===== src/design/tpm_pkg.sv =====
// ----------------------------------------------------------------------------
// tpm_pkg: shared definitions for the trie pattern matcher
// Table sizes, field widths, the request and operation codes, and the
// classified work item passed from the front end to the back end.
// ----------------------------------------------------------------------------
package tpm_pkg;

    // Table sizes.
    localparam int NODE_COUNT   = 4096;
    localparam int LETTER_COUNT = 26;
    localparam int SLOT_COUNT   = NODE_COUNT * LETTER_COUNT;

    // Field and index widths.
    localparam int LETTER_W   = 5;
    localparam int ID_W       = 10;
    localparam int NODE_W     = $clog2(NODE_COUNT);
    localparam int NODE_CNT_W = $clog2(NODE_COUNT + 1);
    localparam int SLOT_W     = $clog2(SLOT_COUNT);

    // Depth of the queue between the front end and the back end.
    localparam int QUEUE_DEPTH = 2;
    localparam int QPTR_W      = (QUEUE_DEPTH > 1) ? $clog2(QUEUE_DEPTH) : 1;
    localparam int QCNT_W      = $clog2(QUEUE_DEPTH + 1);

    // Request type codes on the input channel.
    localparam logic REQ_INSERT = 1'b0;
    localparam logic REQ_SCAN   = 1'b1;

    // Operation classes decided by the front end.
    typedef enum logic [1:0] {
        OP_INSERT      = 2'd0,
        OP_INSERT_SKIP = 2'd1,
        OP_SCAN        = 2'd2,
        OP_SCAN_MISS   = 2'd3
    } item_op_t;

    typedef struct packed {
        item_op_t            op;
        logic [LETTER_W-1:0] letter;
        logic                first;
        logic                last;
        logic [ID_W-1:0]     pattern_id;
    } work_item_t;

endpackage


===== src/design/tpm_front.sv =====
// ----------------------------------------------------------------------------
// tpm_front: input side of the trie pattern matcher
// Accepts input transfers, classifies each item by type and letter range,
// and holds the items in a short queue for the back end.
// ----------------------------------------------------------------------------
module tpm_front (
    input  logic                         aclk,
    input  logic                         aresetn,
    input  logic                         s_valid,
    output logic                         s_ready,
    input  logic                         s_req_type,
    input  logic [tpm_pkg::LETTER_W-1:0] s_letter,
    input  logic                         s_first_letter,
    input  logic                         s_last_letter,
    input  logic [tpm_pkg::ID_W-1:0]     s_pattern_id,
    output logic                         q_valid,
    output tpm_pkg::work_item_t          q_item,
    input  logic                         q_pop
);
    import tpm_pkg::*;

    work_item_t          queue_reg [QUEUE_DEPTH];
    logic [QPTR_W-1:0]   wr_ptr_reg, wr_ptr_next;
    logic [QPTR_W-1:0]   rd_ptr_reg, rd_ptr_next;
    logic [QCNT_W-1:0]   count_reg, count_next;
    work_item_t          new_item;
    logic                push;
    logic                in_range;

    // Classify the incoming letter.
    always_comb begin
        in_range            = (int'(s_letter) < LETTER_COUNT);
        new_item.letter     = s_letter;
        new_item.first      = s_first_letter;
        new_item.last       = s_last_letter;
        new_item.pattern_id = s_pattern_id;
        if (s_req_type == REQ_SCAN) begin
            new_item.op = in_range ? OP_SCAN : OP_SCAN_MISS;
        end else begin
            new_item.op = in_range ? OP_INSERT : OP_INSERT_SKIP;
        end
    end

    assign s_ready = (count_reg != QCNT_W'(QUEUE_DEPTH));
    assign push    = s_valid & s_ready;
    assign q_valid = (count_reg != '0);
    assign q_item  = queue_reg[rd_ptr_reg];

    // Queue pointer and fill count update.
    always_comb begin
        wr_ptr_next = wr_ptr_reg;
        rd_ptr_next = rd_ptr_reg;
        count_next  = count_reg;
        if (push) begin
            wr_ptr_next = (wr_ptr_reg == QPTR_W'(QUEUE_DEPTH - 1)) ? '0
                                                                    : wr_ptr_reg + 1'b1;
        end
        if (q_pop) begin
            rd_ptr_next = (rd_ptr_reg == QPTR_W'(QUEUE_DEPTH - 1)) ? '0
                                                                    : rd_ptr_reg + 1'b1;
        end
        if (push && !q_pop) begin
            count_next = count_reg + 1'b1;
        end else if (!push && q_pop) begin
            count_next = count_reg - 1'b1;
        end
    end

    always_ff @(posedge aclk) begin
        if (!aresetn) begin
            wr_ptr_reg <= '0;
            rd_ptr_reg <= '0;
            count_reg  <= '0;
        end else begin
            wr_ptr_reg <= wr_ptr_next;
            rd_ptr_reg <= rd_ptr_next;
            count_reg  <= count_next;
        end
    end

    // Queue storage carries payload only.
    always_ff @(posedge aclk) begin
        if (push) begin
            queue_reg[wr_ptr_reg] <= new_item;
        end
    end

endmodule


===== config.mk =====
export PLATFORM = sky130hd
export DESIGN_NAME = tpm_front
export DESIGN_NICKNAME = d
export VERILOG_FILES = /design/src/design/tpm_pkg.sv /design/src/design/tpm_front.sv
export SDC_FILE = /design/constraint.sdc
export NUM_CORES = 1
export LEC_CHECK = 0
export ABC_AREA = 1
export BUFFER_PORTS_ARGS = -buffer_cell sky130_fd_sc_hd__buf_2
export CORE_ASPECT_RATIO = 0.7
export CORE_UTILIZATION = 51
export DETAILED_ROUTE_END_ITERATION = 8
export PLACE_DENSITY = 0.77
export SETUP_SLACK_MARGIN = 0.05
export SLEW_MARGIN = 15
export SYNTH_ARGS = -nofsm -noshare
export SYNTH_HDL_FRONTEND = slang
export SYNTH_SLANG_ARGS = --single-unit

===== constraint.sdc =====
create_clock -name aclk -period 2.2 [get_ports aclk]
set_clock_uncertainty 0.05 [all_clocks]
set_input_delay 0.33 -clock aclk [delete_from_list [all_inputs] [get_ports aclk]]
set_output_delay 0.33 -clock aclk [all_outputs]
set_load 0.005 [all_outputs]

* Yosys cells after proc, flatten, opt, wreduce, memory -nomap -nowiden
Memories as Yosys holds them, arrays and structs flattened. A register that Yosys moved wholly into a read port is not among the register bits. Index checks and enable logic that the tools add are counted. W data, S select, Z words.
Cells by class: $add $sub $neg 4, order comparisons 1, equality and inequality tests 1, mux-type cells 11, bitwise operators 1, reductions and logical operators 6
Operators by type and width (count):
- $mux W1 | 8
- $mux W2 | 3
- $lt A5 B5 Y1 const B | 1
- $reduce_bool A2 Y1 | 2
- $add A1 B1 Y1 const B | 2
- $add A2 B1 Y2 const B | 1
- $logic_and A1 B1 Y1 | 2
- $logic_not A1 Y1 | 2
- $ne A2 B2 Y1 const B | 1
- $sub A2 B1 Y2 const B | 1
- $and A1 B1 Y1 | 1
Word-level totals: bits in registers 4, RAM bits 38, input bits 22, word-level logic and storage cells 28, memories 1
Memory list:
- queue_reg | words 2, bits a word 19, rd ports 1, clocked after memory_dff 1, write ports 1, line tpm_front.sv:22 | work_item_t queue_reg [QUEUE_DEPTH];

* Depth between registers and ports, before layout
Gate-level depths: netlist (run 1).
word-level depth 6, depth in mapped cells 11

* Worst setup path before layout (run 1)
No wires, ideal clock.
path kind register -> register, from register count_reg[0], to memory queue_reg[1][0] (netlist name), enable pin, library setup time 395 ps, arrival time 1381 ps, slack 374 ps, stages on the path, launching flop included 5, path buffers 0, cell sequence dfxtp_1 -> inv_1 -> nand2_1 -> nand2_1 -> nor2_1
Between the ends: cells in the longest elaborated chain, start to end 4
Ends and longest elaborated chain:
- from (decl) | line tpm_front.sv:25 | logic [QCNT_W-1:0] count_reg, count_next;
- from (signal assigned) | line tpm_front.sv:77 | count_reg <= count_next;
- $ne A2 B2 Y1 | line tpm_front.sv:44 | assign s_ready = (count_reg != QCNT_W'(QUEUE_DEPTH));
- named net s_ready | line tpm_front.sv:10 | output logic s_ready,
- $and A1 B1 Y1 | line tpm_front.sv:45 | assign push = s_valid & s_ready;
- $mux W1 | line tpm_front.sv:83 | if (push) begin
- $mux W1 (not written as such) | line tpm_front.sv:84 | queue_reg[wr_ptr_reg] <= new_item;
- to (decl) | line tpm_front.sv:22
The timed path passes the listed nets, and every way through them passes these cells.

==> results of run 1 <==
## cell usage after synthesis
library cell	n	area (µm²)
a21oi_1	1	5.00
buf_12	1	20.0
buf_6	1	11.3
dfxtp_1	5	100
edfxtp_1	38	1140
ha_1	1	12.5
inv_1	8	30.0
mux2_2	9	101
mux2_4	10	150
nand2_1	9	33.8
nand3_1	1	5.00
nand4_1	1	6.26
nor2_1	8	30.0
o211a_1	1	10.0
o21ai_0	2	10.0
## worst register-to-register path, stage by stage, from the launching register on
cell,delay (ps)
dfxtp_1,330
inv_1,80
nand2_1,90
nand2_1,120
nor2_2,330
buf_4,290
## per-stage QoR
step	instance area [µm²]	total power [mW]	std cells	util
global route	2030	1.87	183	0.689
CTS	2030	1.82	183	0.689
detailed placement	1930	1.25	176	0.654
floorplan	1670	1.15	96	-
finish	2030	1.80	183	0.689
global placement	1930	1.23	176	0.654
## layer usage
layer  track usage  wire, µm  vias up
met5             0         0        -
met4        0.0500        14        0
met3        0.0695       152        2
met2         0.276      1300       24
met1         0.199      1210      432
li1              -         -      448
## logic make-up (layout without fill, tap and decap cells)
| family | Yosys count | in the layout | share of synthesized area |
|---|---|---|---|
| buffers and inverters | 10 | 61 | 0.0368 |
| muxes | 19 | 19 | 0.151 |
| DFF | 43 | 43 | 0.745 |
| adders and majority gates | 1 | 1 | 0.00751 |
| and+or+nand+nor | 19 | 19 | 0.0450 |
| AOI/OAI and AO/OA | 4 | 4 | 0.0150 |
## worst max-delay path by stage
stage	to	slack, ps	startpoint
after global routing	queue_reg[0][15]$_DFFE_PP_	450	count_reg[0]$_SDFFE_PN0P_
after detailed placement	queue_reg[0][0]$_DFFE_PP_	610	count_reg[0]$_SDFFE_PN0P_
after global placement	queue_reg[0][4]$_DFFE_PP_	670	count_reg[0]$_SDFFE_PN0P_
after floorplan	queue_reg[1][0]$_DFFE_PP_	370	count_reg[0]$_SDFFE_PN0P_
after CTS	q_item[9]	500	register
final	q_item[9]	520	register
## area by class of cell
| class | instances | share of cell area |
|---|---|---|
| clock buffer | 6 | 0.0358 |
| clock inverter | 1 | 0.0148 |
| inverter | 8 | 0.0148 |
| multi-input combinational | 43 | 0.182 |
| sequential | 43 | 0.612 |
| tap | 36 | 0.0222 |
| timing repair buffer | 46 | 0.118 |
## where the power goes
part           switching (mW)  internal, mW  leakage, nW  total [mW]
Clock                   0.236         0.332       0.0513       0.568
Combinational           0.120         0.120        0.395       0.240
Sequential             0.0200         0.966        0.396       0.986
Total                   0.376          1.42        0.842        1.80
==> impl_results.md, run 1 <==
* Reg-to-reg critical path startpoint: count_reg[0]$_SDFFE_PN0P_
* Startpoint kind of the worst setup timing path: register
* Ports at 43
* Capturing element type of the critical path: primary output
* Share of the clock period used by the worst path at 0.763
* Outcome: finished, final reports clean
* Proportion of synthesized chip area in sequential cells at 0.745
* Crit path buf inv count at 2
* Clock latency on the worst-skew pair at 280 ps
* RSZ-0062 raised after global routing: false
* Avg Synthesized Cell Area at 17.4 µm²
* Reg2Reg Depth at 5
* Critical hold path startpoint: s_pattern_id[2]
* Highest-count cells in the layout ignoring fill and taps: buf_2, edfxtp_1, mux2_4
* CP delay by family, top: multiplexers
* Fin Hold WS at 181 ps
* Commonest non-fill, non-tap cell in the layout: buf_2
* Number of setup buffers added after CTS at 0
* Min-Delay Path Class: in -> reg
* Number of maximum-capacitance violations at 0
* Ordered cell list for the critical path: buf_4 -> mux2_2 -> buf_2
* Resized cells post-CTS at 0
* Via count of the first global-routing pass at 934
* Worst path depth at 3
* Total CTS buffers at 5
* Count of unique library cells instantiated by Yosys at 15
* Net total in the final layout at 170
* Post-route setup slack at 521 ps
* Pins over their slew limit at 0
* Aggregate global routing overflow at 0
* Data required time of the worst path at 1820 ps
* Flop2flop setup slack at 620 ps
* Flops & latches, synth at 43
* Final count of negative-setup-slack endpoints at 0
* Cell count after synthesis at 96
* Number of fill cells in the layout at 221
* Die Span X at 70.3 µm
* Vias post-DR at 906
* Global placer's final weighted congestion at 0.700
* Via/cell ratio at 4.95
* Transition time of the tightest slew-check pin at 376 ps
* Clock-pin slew reported for the worst setup and hold paths after clock tree synthesis at 70 ps
* Number of hold buffers added after CTS at 0
* Cells on Worst Hold Path at 1
* Warnings, synthesis at 0
* Final HPWL from detailed placement at 1950 µm
* DR WL/cell at 14.6 µm
* Final Hold Vio Count at 0
* Detailed router's first-iteration violation count at 36
* CTS root buffer: clkbuf_8
* Starting Density at 0.566
* Reg area at 1240 µm²
* Mapped Area at 1670 µm²
* Die Span Y at 49.8 µm
* Largest net degree at the start of global routing at 20
* Syn Nets at 119
* Antenna Diode Count at 0
* Hold endpoint: queue_reg[1][2]$_DFFE_PP_
* Detailed-route wire length at 2670 µm
* CTS tree: built
* CP max stage delay at 350 ps
* Flip-flop count of the largest register, all copies and words added at 38
* Power density over the cells at 885 nW/µm²
* Max frequency at 596 MHz
* DR pass1 iterations at 4
* Global-route usage over all layers at 0.167
* Critical-path cell with the highest stage delay: mux2_2
* IO Port Bufs at 42
* Critical Path Fanout Max at 11
* Die footprint at 3500 µm²
* Post-route minimum period at 1680 ps
* Area taken by multi-input logic gates at 369 µm²
* Worst setup timing slack at the placement stage at 606 ps
* Relative slew margins at 0.749
* Layout overhead on the synthesized area at 21.7%
* Number of nets with antenna violations after routing at 0
* Worst IR drop on VDD at 0.577 mV
* Number of DRC violations after detailed routing at 0
* Num rows at 16
* CTS Sinks at 43
* Share of layout cells above drive strength 1 at 0.497
* Worst reg2reg endpoint: queue_reg[0][4]$_DFFE_PP_
* Number of antenna violations at the first check in global routing at 0
* Sum of negative setup slack at 0 ps
* Wire length of the first global-routing pass at 4240 µm
* Placeable core area at 2940 µm²
* Critical path arrival at 1300 ps
* Maximum clock path buffer count at 2
* Leakage at 0.842 nW
* Crit path kind: reg -> out
* # H-tree levels at 2
Power figures use the tool's default switching activity.
==> run 2: changes to the inputs <==
==> constraint.sdc (replaced) <==
create_clock -name aclk -period 1.56 [get_ports aclk]
set_clock_uncertainty 0.05 [all_clocks]
set_input_delay 0.234 -clock aclk [delete_from_list [all_inputs] [get_ports aclk]]
set_output_delay 0.234 -clock aclk [all_outputs]
set_load 0.005 [all_outputs]
==> impl_results.md, run 2 (synthesis results as in run 1) <==
* CTS Sinks at 43 (unchanged)
* Num rows at 16 (unchanged)
* Data required time of the worst path at 1280 ps (-540 ps)
* IO Port Bufs at 42 (unchanged)
* Outcome: finished, final reports clean
* Crit path kind: reg -> out
* DR pass1 iterations at 4 (unchanged)
* Global placer's final weighted congestion at 0.745 (+6.5%)
* Via count of the first global-routing pass at 999 (+7.0%)
* Ports at 43 (unchanged)
* Via/cell ratio at 5.10 (+3.1%)
* Number of hold buffers added after CTS at 0 (unchanged)
* Placeable core area at 2940 µm² (unchanged)
* Post-route setup slack at 17.6 ps (-503 ps)
* Clock latency on the worst-skew pair at 280 ps (about the same)
* Number of antenna violations at the first check in global routing at 0 (unchanged)
* Largest net degree at the start of global routing at 20 (unchanged)
* Transition time of the tightest slew-check pin at 148 ps (-228 ps)
* DR WL/cell at 15.1 µm (+3.4%)
* Final count of negative-setup-slack endpoints at 0 (unchanged)
* Die Span Y at 49.8 µm (unchanged)
* Flip-flop count of the largest register, all copies and words added at 38 (unchanged)
* CTS root buffer: clkbuf_8
* Worst setup timing slack at the placement stage at 71.6 ps (-534 ps)
* Critical path arrival at 1260 ps (-40 ps)
* Leakage at 0.934 nW (+11%)
* Total non-filler cell area in the finished layout at 2240 µm² (+11%)
* Die footprint at 3500 µm² (unchanged)
* Clock-pin slew reported for the worst setup and hold paths after clock tree synthesis at 70 ps (about the same)
* Relative slew margins at 0.900 (+0.151)
* CP max stage delay at 400 ps (+50 ps)
* Number of fill cells in the layout at 187 (-15%)
* Capturing element type of the critical path: primary output
* Final HPWL from detailed placement at 1800 µm (-8.0%)
* CTS tree: built
* Net total in the final layout at 172 (+1.2%)
* Highest-count cells in the layout ignoring fill and taps: edfxtp_1, buf_2, mux2_4, buf_6, nand2_1
* Worst IR drop on VDD at 0.833 mV (+44%)
* Post-route non-filler standard cell count at 185 (+1.1%)
* Critical Path Fanout Max at 6 (-5)
* Share of the clock period used by the worst path at 0.989
* Max frequency at 648 MHz
* Maximum clock path buffer count at 2 (unchanged)
* Core Util, Final at 0.762 (+0.0727)
* Number of maximum-capacitance violations at 0 (unchanged)
* RSZ-0062 raised after global routing: true
* Antenna Diode Count at 0 (unchanged)
* Pins over their slew limit at 0 (unchanged)
* Aggregate global routing overflow at 0 (unchanged)
* Starting Density at 0.566 (unchanged)
* Number of DRC violations after detailed routing at 0 (unchanged)
* CP delay by family, top: flip-flops
* DP Area at 1960 µm² (+1.7%)
* Global-route usage over all layers at 0.185 (+0.0183)
* Final Hold Vio Count at 0 (unchanged)
* Detailed router's first-iteration violation count at 34 (-5.6%)
* Ordered cell list for the critical path: buf_8 -> mux2_4 -> buf_6
* # H-tree levels at 2 (unchanged)
* Crit path buf inv count at 2 (unchanged)
* Wire length of the first global-routing pass at 4620 µm (+8.8%)
* Share of layout cells above drive strength 1 at 0.530 (+0.0336)
* Total CTS buffers at 5 (unchanged)
* Post-route minimum period at 1540 ps
* Startpoint kind of the worst setup timing path: register
* Number of nets with antenna violations after routing at 0 (unchanged)
* Power density over the cells at 1120 nW/µm² (+27%)
* Min-Delay Path Class: in -> reg
* Commonest non-fill, non-tap cell in the layout: edfxtp_1
* Layout overhead on the synthesized area at 34.5%
* Total placed cells including tap cells at 177 (+0.57%)
* Critical-path cell with the highest stage delay: dfxtp_4
* Die Span X at 70.3 µm (unchanged)
* Vias post-DR at 944 (+4.2%)
* Detailed-route wire length at 2790 µm (+4.5%)
[run 2: cell types whose count changed in the layout (fill, tap and decap cells not counted), sizes merged]
cell    change
buf         +2
bufinv      -1
clkbuf      -1
clkinv      +2
[run 2: what timing repair did]
item                                    in CTS  in global routing
endpoints found under the setup margin      19                 21
setup buffers                                0                  0
hold endpoints to repair                     0                  0
pin swaps                                    0                  1
gates cloned                                 1                  0
gates resized for setup                     31                  5
[run 2: per-stage QoR]
| step | hold slack [ps] | TNS, ps | power, mW |
|---|---|---|---|
| 2_1_floorplan | 283 | 0 | 1.62 |
| 6_report | 84.3 | 0 | 2.51 |
| 4_1_cts | 75.3 | 0 | 2.51 |
| 5_1_grt | 65.9 | -235 | 2.63 |
| 3_5_place_dp | 377 | 0 | 1.78 |
| 3_3_place_gp | 371 | 0 | 1.76 |
[run 2: where the power goes]
group	internal (mW)	leakage, nW	switching (mW)
Clock	0.298	0.0414	0.336
Combinational	0.284	0.496	0.196
Sequential	1.36	0.397	0.0363
[run 2: layout make-up]
| cell class | count | area [µm²] | share of cell area |
|---|---|---|---|
| Tap cell | 36 | 45.0 | 0.0201 |
| Clock buffer | 5 | 68.8 | 0.0307 |
| Sequential cell | 43 | 1240 | 0.555 |
| Inverter | 8 | 30.0 | 0.0134 |
| Clock inverter | 2 | 8.76 | 0.00391 |
| Timing Repair Buffer | 48 | 427 | 0.190 |
| Multi-Input combinational cell | 43 | 418 | 0.186 |
[run 2: worst paths after layout]
kind / startpoint / end / slack, ps / cells after the start
min reg2reg: count_reg[0]$_SDFFE_PN0P_ / count_reg[0]$_SDFFE_PN0P_ / 450 / 2
min: s_pattern_id[6] / queue_reg[0][6]$_DFFE_PP_ / 80 / 1
max reg2reg: count_reg[0]$_SDFFE_PN0P_ / count_reg[1]$_SDFFE_PN0P_ / 190 / 10
max: register / q_item[18] / 20 / 3
[run 2: layer usage]
metal	vias up	wire [µm]	global-route usage
li1	453	-	-
met1	451	1210	0.230
met2	35	1350	0.294
met3	5	200	0.0654
met4	0	36	0.0800
met5	-	0	0
==> run 3: changes to the inputs <==
--- a/config.mk
+++ b/config.mk
@@ -6,7 +6,7 @@
 export NUM_CORES = 1
 export LEC_CHECK = 0
 export ABC_AREA = 1
-export BUFFER_PORTS_ARGS = -buffer_cell sky130_fd_sc_hd__buf_2
+export BUFFER_PORTS_ARGS = -buffer_cell sky130_fd_sc_hd__clkbuf_2
 export CORE_ASPECT_RATIO = 0.7
 export CORE_UTILIZATION = 51
 export DETAILED_ROUTE_END_ITERATION = 8
==> impl_results.md, run 3 (synthesis results as in run 1) <==
* Outcome: finished, final reports clean
* Share of layout cells above drive strength 1 at 0.533 (+0.00269)
* Wire length of the first global-routing pass at 4310 µm (-6.6%)
* Die footprint at 3500 µm² (unchanged)
* Starting Density at 0.566 (unchanged)
* Post-route non-filler standard cell count at 188 (+1.6%)
* Ordered cell list for the critical path: clkbuf_16 -> mux2_4 -> buf_6
* Relative slew margins at 0.891 (-0.00980)
* Final Hold Vio Count at 0 (unchanged)
* Power density over the cells at 1150 nW/µm² (+2.6%)
* Leakage at 0.913 nW (-2.2%)
* Highest-count cells in the layout ignoring fill and taps: clkbuf_2, edfxtp_1, mux2_4
* CTS tree: built
* Number of setup buffers added after CTS at 0 (unchanged)
* Core Util, Final at 0.726 (-0.0357)
* Crit path buf inv count at 2 (unchanged)
* Number of maximum-capacitance violations at 0 (unchanged)
* Total CTS buffers at 5 (unchanged)
* Number of nets with antenna violations after routing at 0 (unchanged)
* Commonest non-fill, non-tap cell in the layout: clkbuf_2
* Maximum clock path buffer count at 2 (unchanged)
* Critical Path Fanout Max at 5 (-1)
* Antenna Diode Count at 0 (unchanged)
* Reg area at 1240 µm² (unchanged)
* Min-Delay Path Class: in -> reg
* Reg-to-reg critical path startpoint: count_reg[0]$_SDFFE_PN0P_
* DR pass1 iterations at 4 (unchanged)
* Critical hold path startpoint: s_letter[0]
* Aggregate global routing overflow at 0 (unchanged)
* Post-route minimum period at 1550 ps (+4.95 ps)
* CP delay by family, top: flip-flops
* Clock-pin slew reported for the worst setup and hold paths after clock tree synthesis at 70 ps (about the same)
* Data required time of the worst path at 1280 ps (about the same)
* Flip-flop count of the largest register, all copies and words added at 38 (unchanged)
* Capturing element type of the critical path: primary output
* # H-tree levels at 2 (unchanged)
* Ports at 43 (unchanged)
* Via count of the first global-routing pass at 1002 (+0.30%)
* Largest net degree at the start of global routing at 13 (-35%)
* Number of DRC violations after detailed routing at 0 (unchanged)
* CTS Sinks at 43 (unchanged)
* Via/cell ratio at 5.05 (-0.97%)
* Number of antenna violations at the first check in global routing at 0 (unchanged)
* CTS root buffer: clkbuf_8
* Share of the clock period used by the worst path at 0.992 (+0.00317)
* IO Port Bufs at 42 (unchanged)
* Startpoint kind of the worst setup timing path: register
* Placeable core area at 2940 µm² (unchanged)
* Total placed cells including tap cells at 178 (+0.56%)
* Critical path arrival at 1260 ps (about the same)
* Final count of negative-setup-slack endpoints at 0 (unchanged)
* Detailed-route wire length at 2770 µm (-0.79%)
* Layout overhead on the synthesized area at 28.2%
* Final HPWL from detailed placement at 1880 µm (+4.7%)
* Critical-path cell with the highest stage delay: dfxtp_4
* DR WL/cell at 14.7 µm (-2.4%)
* Crit path kind: reg -> out
* Global placer's final weighted congestion at 0.718 (-3.7%)
* Worst IR drop on VDD at 0.802 mV (-3.8%)
* Net total in the final layout at 174 (+1.2%)
* Num rows at 16 (unchanged)
* Number of fill cells in the layout at 200 (+7.0%)
* Pins over their slew limit at 0 (unchanged)
* Design Power at 2.46 mW (-2.2%)
* Transition time of the tightest slew-check pin at 162 ps (+14.5 ps)
* Max frequency at 646 MHz (-0.32%)
* Worst setup timing slack at the placement stage at 77.1 ps (+5.53 ps)
* Post-route setup slack at 12.7 ps (-4.95 ps)
* RSZ-0062 raised after global routing: true
* CP max stage delay at 400 ps (about the same)
* Die Span X at 70.3 µm (unchanged)
* Vias post-DR at 950 (+0.64%)
* Detailed router's first-iteration violation count at 47 (+38%)
* Area taken by multi-input logic gates at 418 µm² (unchanged)
* Die Span Y at 49.8 µm (unchanged)
* Clock latency on the worst-skew pair at 290 ps (about the same)
* Sum of negative setup slack at 0 ps (unchanged)
* Global-route usage over all layers at 0.169 (-0.0154)
## run 3: worst paths after layout
path,cells past startpoint,slack [ps],endpoint
max,3,10,q_item[18]
min,1,80,queue_reg[1][12]$_DFFE_PP_
max reg2reg,10,140,count_reg[1]$_SDFFE_PN0P_
min reg2reg,2,470,count_reg[0]$_SDFFE_PN0P_
## run 3: repair_timing
| item | in CTS | in global routing |
|---|---|---|
| setup endpoints to repair | 19 | 21 |
| pin swaps | 0 | 1 |
| cloned | 1 | 1 |
| resized for setup | 6 | 18 |
| hold buffers | 0 | 0 |
## run 3: per-stage QoR
stage               area [µm²]  hold WS, ps
CTS                       2040         73.5
detailed placement        1940          377
global route              2140         71.1
floorplan                 1670          283
global placement          1940          373
finish                    2140         77.9
## run 3: worst reg2reg max path: stages (launching register included)
cell and delay, ps:
dfxtp_1 320, inv_2 80, nand2_1 100, nand2_2 130, inv_1 100, ha_4 290
inv_1 50, nand3_1 70, nand2_1 50, inv_1 50, nor2_1 40
## run 3: area by class of cell
cell class,instances,share of cell area
clock buffers,7,0.0357
clock inverters,1,0.00234
inverters,8,0.0141
multi-input cells,43,0.196
flip-flops and latches,43,0.583
well taps,36,0.0211
repair buffers,50,0.149
## run 3: routing by layer
metal | routed length [µm] | up-vias | share of wire | global-route usage
li1 | - | 456 | - | -
met1 | 1120 | 456 | 0.40 | 0.175
met2 | 1430 | 31 | 0.52 | 0.300
met3 | 170 | 7 | 0.061 | 0.0675
met4 | 46 | 0 | 0.017 | 0.0833
met5 | 0 | - | 0 | 0
## run 3: where the power goes
part           switching (mW)  internal [mW]  total [mW]  leakage (nW)
registers              0.0348           1.36        1.40         0.397
logic                   0.184          0.223       0.407         0.474
clock network           0.337          0.314       0.651        0.0422
